**src/lfu_cache_table_unit_defines.svh**
```systemverilog
// Assertion macros shared by the LFU cache table modules.
// No dependencies.
`ifndef LFU_CACHE_TABLE_UNIT_DEFINES_SVH
`define LFU_CACHE_TABLE_UNIT_DEFINES_SVH
// Implication checked on every clock edge outside reset.
`define LCT_ASSERT_IMP(label, clk, rst, ante, cons) \
   label: assert property (@(posedge clk) disable iff (rst) (ante) |-> (cons)) \
      else $error("assertion failed");
// Implication checked in the cycle after the antecedent.
`define LCT_ASSERT_NEXT(label, clk, rst, ante, cons) \
   label: assert property (@(posedge clk) disable iff (rst) (ante) |=> (cons)) \
      else $error("assertion failed");
`endif

```
**src/lct_pkg.sv**
```systemverilog
// Shared types and constants for the LFU cache table.
// No dependencies.
package lct_pkg;
   localparam int Entries = 16;
   localparam int IdxW = $clog2(Entries);
   localparam int CntW = $clog2(Entries + 1);
   localparam logic [4:0] MaxSlots = 5'(Entries);

   localparam logic ActGet = 1'b0;
   localparam logic ActPut = 1'b1;

   typedef struct packed {
      logic clear_tbl;
      logic load;
      logic scan_start;
      logic scan_step;
      logic commit;
   } cmd_type;

   typedef struct packed {
      logic scan_last;
   } sts_type;
endpackage

```
**src/lct_datapath.sv**
```systemverilog
// Datapath of the LFU cache table: entry storage, slot scan and write-back.
// Depends on lct_pkg and the assertion macro header.
`include "lfu_cache_table_unit_defines.svh"
module lct_datapath (
   input  logic                    clock,
   input  logic                    reset,
   input  lct_pkg::cmd_type        cmd,
   output lct_pkg::sts_type        sts,
   input  logic [4:0]              capacity,
   input  logic                    req_action,
   input  logic signed [31:0]      req_key,
   input  logic signed [31:0]      req_value,
   output logic                    rsp_hit,
   output logic signed [31:0]      rsp_read_value,
   output logic                    rsp_evicted,
   output logic signed [31:0]      rsp_evicted_key
);
   logic [lct_pkg::Entries-1:0] valid_ff, valid_in;
   logic [31:0] key_ff   [lct_pkg::Entries];
   logic [31:0] value_ff [lct_pkg::Entries];
   logic [31:0] count_ff [lct_pkg::Entries];
   logic [31:0] stamp_ff [lct_pkg::Entries];
   logic [31:0] clock_ff, clock_in;

   logic        act_ff;
   logic [31:0] rkey_ff, rval_ff;
   logic [4:0]  slots_ff;
   logic [lct_pkg::CntW-1:0] pos_ff, pos_in;
   logic [lct_pkg::IdxW-1:0] pos_idx;
   logic        found_ff, found_in, free_ff, free_in;
   logic [lct_pkg::IdxW-1:0] where_ff, where_in, freei_ff, freei_in, best_ff, best_in;
   logic [31:0] bcnt_ff, bcnt_in, bage_ff, bage_in;

   logic [31:0] cur_age;
   logic        better;

   assign pos_idx = pos_ff[lct_pkg::IdxW-1:0];
   assign cur_age = clock_ff - stamp_ff[pos_idx];
   // The first slot seeds the victim; later slots win only if strictly better.
   assign better = (pos_ff == '0) || (count_ff[pos_idx] < bcnt_ff) ||
                   ((count_ff[pos_idx] == bcnt_ff) && (cur_age > bage_ff));
   assign sts.scan_last = (slots_ff == 5'd0) || (5'(pos_ff) + 5'd1 >= slots_ff);

   always_comb begin
      pos_in   = pos_ff;
      found_in = found_ff;
      where_in = where_ff;
      free_in  = free_ff;
      freei_in = freei_ff;
      best_in  = best_ff;
      bcnt_in  = bcnt_ff;
      bage_in  = bage_ff;
      if (cmd.scan_start) begin
         pos_in   = '0;
         found_in = 1'b0;
         free_in  = 1'b0;
         where_in = '0;
         freei_in = '0;
         best_in  = '0;
      end else if (cmd.scan_step && slots_ff != 5'd0) begin
         pos_in = pos_ff + 1'b1;
         if (valid_ff[pos_idx] && key_ff[pos_idx] == rkey_ff && !found_ff) begin
            found_in = 1'b1;
            where_in = pos_idx;
         end
         if (!valid_ff[pos_idx] && !free_ff) begin
            free_in  = 1'b1;
            freei_in = pos_idx;
         end
         if (better) begin
            best_in = pos_idx;
            bcnt_in = count_ff[pos_idx];
            bage_in = cur_age;
         end
      end
   end

   always_comb begin
      valid_in = valid_ff;
      clock_in = clock_ff;
      if (cmd.clear_tbl) begin
         valid_in = '0;
         clock_in = '0;
      end else if (cmd.commit) begin
         if (found_ff && (act_ff == lct_pkg::ActGet || slots_ff != 5'd0)) begin
            clock_in = clock_ff + 32'd1;
         end else if (act_ff == lct_pkg::ActPut && slots_ff != 5'd0) begin
            clock_in = clock_ff + 32'd1;
            valid_in[free_ff ? freei_ff : best_ff] = 1'b1;
         end
      end
   end

   always_ff @(posedge clock) begin
      if (reset) begin
         valid_ff <= '0;
         clock_ff <= '0;
      end else begin
         valid_ff <= valid_in;
         clock_ff <= clock_in;
      end
   end

   always_ff @(posedge clock) begin
      pos_ff   <= pos_in;
      found_ff <= found_in;
      where_ff <= where_in;
      free_ff  <= free_in;
      freei_ff <= freei_in;
      best_ff  <= best_in;
      bcnt_ff  <= bcnt_in;
      bage_ff  <= bage_in;
      if (cmd.load) begin
         act_ff   <= req_action;
         rkey_ff  <= req_key;
         rval_ff  <= req_value;
         slots_ff <= (capacity > lct_pkg::MaxSlots) ? lct_pkg::MaxSlots : capacity;
      end
   end

   always_ff @(posedge clock) begin
      if (cmd.commit) begin
         rsp_hit         <= 1'b0;
         rsp_read_value  <= '0;
         rsp_evicted     <= 1'b0;
         rsp_evicted_key <= '0;
         if (found_ff && act_ff == lct_pkg::ActGet) begin
            rsp_hit        <= 1'b1;
            rsp_read_value <= value_ff[where_ff];
            stamp_ff[where_ff] <= clock_ff;
            if (count_ff[where_ff] != '1) count_ff[where_ff] <= count_ff[where_ff] + 32'd1;
         end else if (act_ff == lct_pkg::ActPut && slots_ff != 5'd0) begin
            if (found_ff) begin
               rsp_hit <= 1'b1;
               value_ff[where_ff] <= rval_ff;
               stamp_ff[where_ff] <= clock_ff;
               if (count_ff[where_ff] != '1) count_ff[where_ff] <= count_ff[where_ff] + 32'd1;
            end else begin
               if (!free_ff) begin
                  rsp_evicted     <= 1'b1;
                  rsp_evicted_key <= key_ff[best_ff];
               end
               key_ff[free_ff ? freei_ff : best_ff]   <= rkey_ff;
               value_ff[free_ff ? freei_ff : best_ff] <= rval_ff;
               count_ff[free_ff ? freei_ff : best_ff] <= 32'd1;
               stamp_ff[free_ff ? freei_ff : best_ff] <= clock_ff;
            end
         end
      end
   end

   `LCT_ASSERT_NEXT(a_clear_empties, clock, reset, cmd.clear_tbl, valid_ff == '0)
   `LCT_ASSERT_NEXT(a_hit_no_evict, clock, reset, cmd.commit, !(rsp_hit && rsp_evicted))
   `LCT_ASSERT_IMP(a_one_cmd, clock, reset, 1'b1, $onehot0({cmd.scan_start, cmd.scan_step, cmd.commit}))
endmodule

```
**src/lct_control.sv**
```systemverilog
// Control state machine of the LFU cache table: handshakes and scan sequencing.
// Depends on lct_pkg and the assertion macro header.
`include "lfu_cache_table_unit_defines.svh"
module lct_control (
   input  logic             clock,
   input  logic             reset,
   input  logic             req_valid,
   output logic             req_ready,
   output logic             rsp_valid,
   input  logic             rsp_ready,
   input  logic             csr_valid,
   output logic             csr_ready,
   output lct_pkg::cmd_type cmd,
   input  lct_pkg::sts_type sts
);
   localparam logic [1:0] StIdle = 2'd0;
   localparam logic [1:0] StScan = 2'd1;
   localparam logic [1:0] StDone = 2'd2;

   logic [1:0] state_ff, state_in;
   logic       rsp_valid_ff, rsp_valid_in;
   logic       take;

   // A new request may start while the previous response still waits.
   assign req_ready = (state_ff == StIdle) && !csr_valid;
   assign csr_ready = (state_ff == StIdle) && !rsp_valid_ff;
   assign take      = req_valid && req_ready;
   assign rsp_valid = rsp_valid_ff;

   always_comb begin
      state_in     = state_ff;
      rsp_valid_in = rsp_valid_ff && !rsp_ready;
      cmd          = '0;
      cmd.clear_tbl = csr_valid && csr_ready;
      case (state_ff)
         StIdle: begin
            if (take) begin
               cmd.load       = 1'b1;
               cmd.scan_start = 1'b1;
               state_in       = StScan;
            end
         end
         StScan: begin
            cmd.scan_step = 1'b1;
            if (sts.scan_last) state_in = StDone;
         end
         StDone: begin
            if (!rsp_valid_ff || rsp_ready) begin
               cmd.commit   = 1'b1;
               rsp_valid_in = 1'b1;
               state_in     = StIdle;
            end
         end
         default: state_in = StIdle;
      endcase
   end

   always_ff @(posedge clock) begin
      if (reset) begin
         state_ff     <= StIdle;
         rsp_valid_ff <= 1'b0;
      end else begin
         state_ff     <= state_in;
         rsp_valid_ff <= rsp_valid_in;
      end
   end

   `LCT_ASSERT_NEXT(a_take_scans, clock, reset, take, state_ff == StScan)
   `LCT_ASSERT_NEXT(a_commit_valid, clock, reset, cmd.commit, rsp_valid_ff)
   `LCT_ASSERT_IMP(a_no_cfg_busy, clock, reset, cmd.clear_tbl, state_ff == StIdle)
endmodule

```
**src/lfu_cache_table_unit.sv**
```systemverilog
// LFU cache table with oldest-access tie break; one request, one response.
// Each request is loaded, scanned slot by slot and then committed to the response register.
// A new request is taken only after the previous one has been committed.
// A response register holds the result so the next request can begin meanwhile.
// Reset (synchronous, active high) empties the table, clears the clock and capacity.
// A capacity write empties the table as well; capacity above 16 counts as 16.
module lfu_cache_table_unit (
   input  logic               clock,
   input  logic               reset,
   input  logic               req_valid,
   output logic               req_ready,
   input  logic               req_action,
   input  logic signed [31:0] req_key,
   input  logic signed [31:0] req_value,
   output logic               rsp_valid,
   input  logic               rsp_ready,
   output logic               rsp_hit,
   output logic signed [31:0] rsp_read_value,
   output logic               rsp_evicted,
   output logic signed [31:0] rsp_evicted_key,
   input  logic               csr_valid,
   output logic               csr_ready,
   input  logic [4:0]         csr_capacity
);
   lct_pkg::cmd_type cmd;
   lct_pkg::sts_type sts;
   logic [4:0] capacity_ff;

   always_ff @(posedge clock) begin
      if (reset) capacity_ff <= '0;
      else if (csr_valid && csr_ready) capacity_ff <= csr_capacity;
   end

   lct_control u_ctrl (
      .clock, .reset, .req_valid, .req_ready, .rsp_valid, .rsp_ready,
      .csr_valid, .csr_ready, .cmd, .sts
   );

   lct_datapath u_dp (
      .clock, .reset, .cmd, .sts, .capacity(capacity_ff),
      .req_action, .req_key, .req_value,
      .rsp_hit, .rsp_read_value, .rsp_evicted, .rsp_evicted_key
   );
endmodule

```
**config.mk**
```make
export PLATFORM = sky130hd
export DESIGN_NAME = lfu_cache_table_unit
export DESIGN_NICKNAME = d
export VERILOG_FILES = /design/src/lct_pkg.sv /design/src/lct_datapath.sv /design/src/lct_control.sv /design/src/lfu_cache_table_unit.sv
export VERILOG_INCLUDE_DIRS = /design/src /design/src/src
export SDC_FILE = /design/constraint.sdc
export NUM_CORES = 2
export LEC_CHECK = 0
export ABC_AREA = 0
export ABC_CLOCK_PERIOD_IN_PS = 11500
export BUFFER_PORTS_ARGS = -buffer_cell sky130_fd_sc_hd__buf_2
export CAP_MARGIN = 30
export CORE_ASPECT_RATIO = 1.4
export CORE_MARGIN = 4
export CORE_UTILIZATION = 55
export DETAILED_ROUTE_END_ITERATION = 8
export HOLD_SLACK_MARGIN = 0.1
export PLACE_DENSITY = 0.71
export SLEW_MARGIN = 10
export SYNTH_ARGS = -nofsm -noshare
export SYNTH_HDL_FRONTEND = slang
export SYNTH_HIERARCHICAL = 1
export SYNTH_SLANG_ARGS = --single-unit
export TNS_END_PERCENT = 100
```
**constraint.sdc**
```tcl
create_clock -name clock -period 11.5 [get_ports clock]
set_input_delay 2.3 -clock clock [delete_from_list [all_inputs] [get_ports clock]]
set_output_delay 2.3 -clock clock [all_outputs]
set_load 0.1 [all_outputs]
```
==> tab_implementation.tex <==
\begin{tabular}{lr}
\hline
Metric & Value \\
\hline
\multicolumn{2}{l}{\textbf{Logic synthesis}} \\
\quad Count of unique library cells instantiated by Yosys & 91 \\
\quad Most common cell in the synthesized netlist & sky130\_fd\_sc\_hd\_\_edfxtp\_1 \\
\quad Post-synthesis net count & 5,034 \\
\quad Number of warnings printed during yosys synthesis & 6 \\
\quad Register area share after synthesis & 69.1\% \\
\quad Top cell types by occurrence after synthesis & sky130\_fd\_sc\_hd\_\_edfxtp\_1 (2,248), sky130\_fd\_sc\_hd\_\_mux4\_2 (891), sky130\_fd\_sc\_hd\_\_nor2\_1 (183) \\
\quad Cell types occupying the most area after synthesis & sky130\_fd\_sc\_hd\_\_edfxtp\_1 (67\%), sky130\_fd\_sc\_hd\_\_mux4\_2 (20\%), sky130\_fd\_sc\_hd\_\_dfxtp\_1 (1.7\%), sky130\_fd\_sc\_hd\_\_ha\_1 (1.3\%), sky130\_fd\_sc\_hd\_\_mux2i\_1 (0.98\%) \\
\quad Compound-Gate Fraction of Synth Area & roughly 2.1\% \\
\quad Simple-gate portion of the synthesized area & 2.87\% \\
\quad Total of flip-flops plus latches after synthesis & around 2,300 \\
\quad Top FF cell, synth & sky130\_fd\_sc\_hd\_\_edfxtp\_1 \\
\quad Syn Std Cell Area & around 100,000 µm² \\
\quad Largest family of logic cells by synthesized area & multiplexers \\
\quad Largest area contributor in the synthesized netlist & sky130\_fd\_sc\_hd\_\_edfxtp\_1 \\
\quad Xor/xnor share of the synthesized area & 1.05\% \\
\quad Number of enable-type register cells in the synthesized netlist & between 2,000 and 2,500 \\
\quad Fraction of synthesized cell area taken by the top area cell type & about two thirds \\
\quad Synthesized instance count & just under 5,000 \\
\quad Ys async rst share & 0\% \\
\quad Average size of a mapped cell & about 20 µm² \\
\quad Post-synthesis mux area share & 21.7\% \\
\quad Post-synthesis adder-cell area fraction & between 1 and 1.5\% \\
\multicolumn{2}{l}{\textbf{Worst setup path}} \\
\quad Nature of the critical path endpoint & flop \\
\quad Critical Path Start Type & flop \\
\quad Crit path largest cell delay & 0.84 ns \\
\quad Highest-delay cell along the critical path & sky130\_fd\_sc\_hd\_\_a2111oi\_0 \\
\quad Cell-by-cell trace of the critical path & buf\_12 > mux4\_2 > mux4\_2 > inv\_1 > ha\_1 > o21a\_1 > nor2\_1 > inv\_1 > a2111oi\_0 > or4b\_2 > a21boi\_0 > a2111oi\_0 > nor3\_1 > xor2\_1 > ha\_1 > nand4\_1 > nor4\_1 > a2111o\_1 > a41oi\_1 > nor2\_4 > buf\_4 > buf\_12 \\
\quad Crit path max fanout & 107 \\
\quad Crit Path Category & flop to flop \\
\quad Worst Path Buf+Inv & 5 \\
\quad Cell type group with the largest total delay on the critical path & compound AO/OA/AOI/OAI gates \\
\quad Required time of the critical path & between 10 and 15 ns \\
\quad Arrival time worst endpoint & between 8 and 9 ns \\
\multicolumn{2}{l}{\textbf{Timing}} \\
\quad Final hold violations & 0 \\
\quad Setup TNS & 0 ns \\
\quad Fmax achieved & 0.120 GHz \\
\quad Clk\_skew & 0.0499 ns \\
\quad Actual slew at the worst max-slew pin & roughly 1.1 ns \\
\quad Max-slew violation count & 0 \\
\quad Setup slack of the critical path after layout & 3.16 ns \\
\quad Part of the cycle the worst path needs & 72.5\% \\
\quad Worst slew margin relative to its limit & 28.9\% \\
\quad RSZ-0062 raised after global routing & false \\
\quad Number of failing setup endpoints in the final timing report & 0 \\
\quad Tmin final & 8.34 ns \\
\multicolumn{2}{l}{\textbf{Clock tree}} \\
\quad CTS HTree Levels & 4 \\
\quad TritonCTS clock tree & built \\
\quad TritonCTS buffer count & between 200 and 250 \\
\quad Clock edge transition at the registers on the reported setup and hold paths & 0.06 ns \\
\quad Post-CTS Setup Repair Bufs & 0 \\
\quad Post-cts resize count & 0 \\
\quad Root Buffer & sky130\_fd\_sc\_hd\_\_clkbuf\_16 \\
\quad Hold-fix buffers at CTS & 0 \\
\quad Sinks on Clock Net & between 2,000 and 2,500 \\
\quad Clock latency on the worst-skew pair & 0.86 ns \\
\quad Number of buffers between clock root and the deepest sink & 3 \\
\multicolumn{2}{l}{\textbf{Run status}} \\
\quad Outcome & finished clean \\
\multicolumn{2}{l}{\textbf{Drt}} \\
\quad Detailed Route WL & about 240,000 µm \\
\quad DRC violations left & 0 \\
\quad DR WL/cell & roughly 31 µm \\
\quad Via density per instance & $\sim$6.6 \\
\quad First drt pass iteration count & 6 \\
\quad Via count & 50,689 \\
\quad Initial detailed-routing violation count & 5,871 \\
\quad Antenna-violating nets left & 0 \\
\multicolumn{2}{l}{\textbf{Die}} \\
\quad Initial Utilization & 55.5\% \\
\quad Core outline area & 180,000 µm² \\
\quad Die height & between 500 and 600 µm \\
\quad Total number of placement rows & $\sim$180 \\
\quad I/O pin count & 144 \\
\quad Full die area & 189,000 µm² \\
\quad Horiz. Die Dim & 368 µm \\
\multicolumn{2}{l}{\textbf{Layout}} \\
\quad Filler cells & 12,292 \\
\quad Final layout net count & 5,267 \\
\quad Layout cells sized above 1 & 30.8\% \\
\quad Layout overhead on the synthesized area & 11.2\% \\
\multicolumn{2}{l}{\textbf{Global route}} \\
\quad Largest net degree at the start of global routing & 111 \\
\quad Global-route wire length before repair & approximately 350,000 µm \\
\quad Number of global-route vias before repair & around 53,000 \\
\quad Global-route usage over all layers & 25.7\% \\
\quad Leftover overflow at the end of global routing & 0 \\
\quad Number of antenna violations at the first check in global routing & 11 \\
\multicolumn{2}{l}{\textbf{Placement}} \\
\quad Pre-CTS setup slack & 3.21 ns \\
\quad Total of buffers placed on input and output ports & approximately 140 \\
\quad Estimated wirelength of the detail-placed design & approximately 130,000 µm \\
\quad Final GP Congestion & 0.808 \\
\multicolumn{2}{l}{\textbf{Worst hold path}} \\
\quad HP Class & flop to flop \\
\multicolumn{2}{l}{\textbf{Power and ir drop}} \\
\quad Power density of the placed cells & 179 nW/µm² \\
\quad Lkg Pwr & 34.2 nW \\
\quad IR Drop Worst-Case VDD & 0.177 mV \\
\multicolumn{2}{l}{\textbf{Run}} \\
\quad Number of maximum-capacitance violations & 0 \\
\hline
\end{tabular}
metrics by stage:
step,utilization (%),power [mW],instance area (µm²),hold WS [ns],std cells
floorplan,-,12.3,100000,0.435,4854
global placement,57.7,13.1,104000,0.440,7271
detailed placement,57.8,13.2,104000,0.452,7276
CTS,61.6,20.1,111000,0.467,7675
global route,61.7,20.7,111000,0.484,7692
finish,61.7,19.9,111000,0.463,7698
cells by family (layout without fill, tap and decap cells):
| group | count (synthesis) | count (layout) |
|---|---|---|
| buffers and inverters | 384 | 803 |
| multiplexers | 1031 | 1031 |
| flip-flops | 2331 | 2331 |
| adder cells (fa/ha/maj) | 105 | 105 |
| XOR/XNOR | 120 | 120 |
| AO/OA/AOI/OAI | 315 | 315 |
| AND/OR/NAND/NOR | 568 | 568 |
| other | 0 | 7 |
cell usage in the layout, fill, tap and decap left out, types with 55 or more instances in the layout:
master,count
sky130_fd_sc_hd__buf_2,143
sky130_fd_sc_hd__buf_4,123
sky130_fd_sc_hd__edfxtp_1,2248
sky130_fd_sc_hd__nor2_4,61
sky130_fd_sc_hd__dfxtp_1,69
sky130_fd_sc_hd__nor2_1,122
sky130_fd_sc_hd__mux2i_1,98
sky130_fd_sc_hd__mux4_2,891
sky130_fd_sc_hd__nor2b_1,88
sky130_fd_sc_hd__nand2_1,84
sky130_fd_sc_hd__ha_1,104
sky130_fd_sc_hd__xnor2_1,65
sky130_fd_sc_hd__clkbuf_1,55
sky130_fd_sc_hd__a21oi_1,80
sky130_fd_sc_hd__xor2_1,55
sky130_fd_sc_hd__clkbuf_16,212
sky130_fd_sc_hd__inv_1,117
sky130_fd_sc_hd__o21ai_0,62
area by class of cell:
class / instances / area, µm² / area share (%)
antenna: 7 / 17.5 / 0.0157
clock buffer: 276 / 5640 / 5.07
clock inverter: 123 / 1270 / 1.14
inverter: 121 / 459 / 0.413
multi-input combinational: 2139 / 29600 / 26.6
sequential: 2331 / 69200 / 62.2
tap: 2418 / 3030 / 2.72
timing repair buffer: 283 / 2010 / 1.80
worst reg2reg max path, stage by stage (launching register included):
cell and delay, ns:
sky130_fd_sc_hd__dfxtp_4 0.66, sky130_fd_sc_hd__buf_12 0.61, sky130_fd_sc_hd__mux4_2 0.86, sky130_fd_sc_hd__mux4_2 0.48, sky130_fd_sc_hd__inv_1 0.10, sky130_fd_sc_hd__ha_1 0.28
sky130_fd_sc_hd__o21a_1 0.12, sky130_fd_sc_hd__nor2_1 0.09, sky130_fd_sc_hd__inv_1 0.06, sky130_fd_sc_hd__a2111oi_0 0.84, sky130_fd_sc_hd__or4b_2 0.31, sky130_fd_sc_hd__a21boi_0 0.19
sky130_fd_sc_hd__a2111oi_0 0.51, sky130_fd_sc_hd__nor3_1 0.14, sky130_fd_sc_hd__xor2_1 0.18, sky130_fd_sc_hd__ha_1 0.32, sky130_fd_sc_hd__nand4_1 0.12, sky130_fd_sc_hd__nor4_1 0.42
sky130_fd_sc_hd__a2111o_1 0.29, sky130_fd_sc_hd__a41oi_1 0.44, sky130_fd_sc_hd__nor2_4 0.19, sky130_fd_sc_hd__buf_4 0.45, sky130_fd_sc_hd__buf_12 0.30
state kept, by name, indices dropped and copies added (netlist names), 5 cells and up, named ones only:
signal / flops
u_dp/clock_ff: 32
u_dp/value_ff: 512
u_dp/count_ff: 512
u_dp/rval_ff: 32
u_dp/stamp_ff: 512
u_dp/bcnt_ff: 32
u_dp/rsp_read_value: 32
u_dp/valid_ff: 16
u_dp/key_ff: 512
u_dp/slots_ff: 5
u_dp/rkey_ff: 32
u_dp/bage_ff: 32
u_dp/rsp_evicted_key: 32
u_dp/pos_ff: 5
capacity_ff: 5
power by group:
group          total, mW  internal, mW  switching [mW]
clock network       6.99          3.87            3.12
registers           9.55          9.38           0.162
logic               3.40          1.73            1.67
routing by layer:
layer	part of all wire [%]	up-vias	global-route usage, %	routed length (µm)
met1	38	26993	34.9	90700
met4	3.0	8	7.79	7160
met3	8.1	435	4.48	19500
met5	0.020	-	0	49
li1	-	20850	-	-
met2	51	2403	43.2	123000
final timing paths:
check / start / end / slack, ns / cells after the start
max reg2reg: flop / u_dp/bcnt_ff[5] / 3.16 / 22
min reg2reg: u_dp/valid_ff[7] / u_dp/valid_ff[7] / 0.46 / 1
max: flop / u_dp/bcnt_ff[5] / 3.16 / 22
min: u_dp/valid_ff[7] / u_dp/valid_ff[7] / 0.46 / 1
No activity file was read; power rests on OpenSTA's default activity.
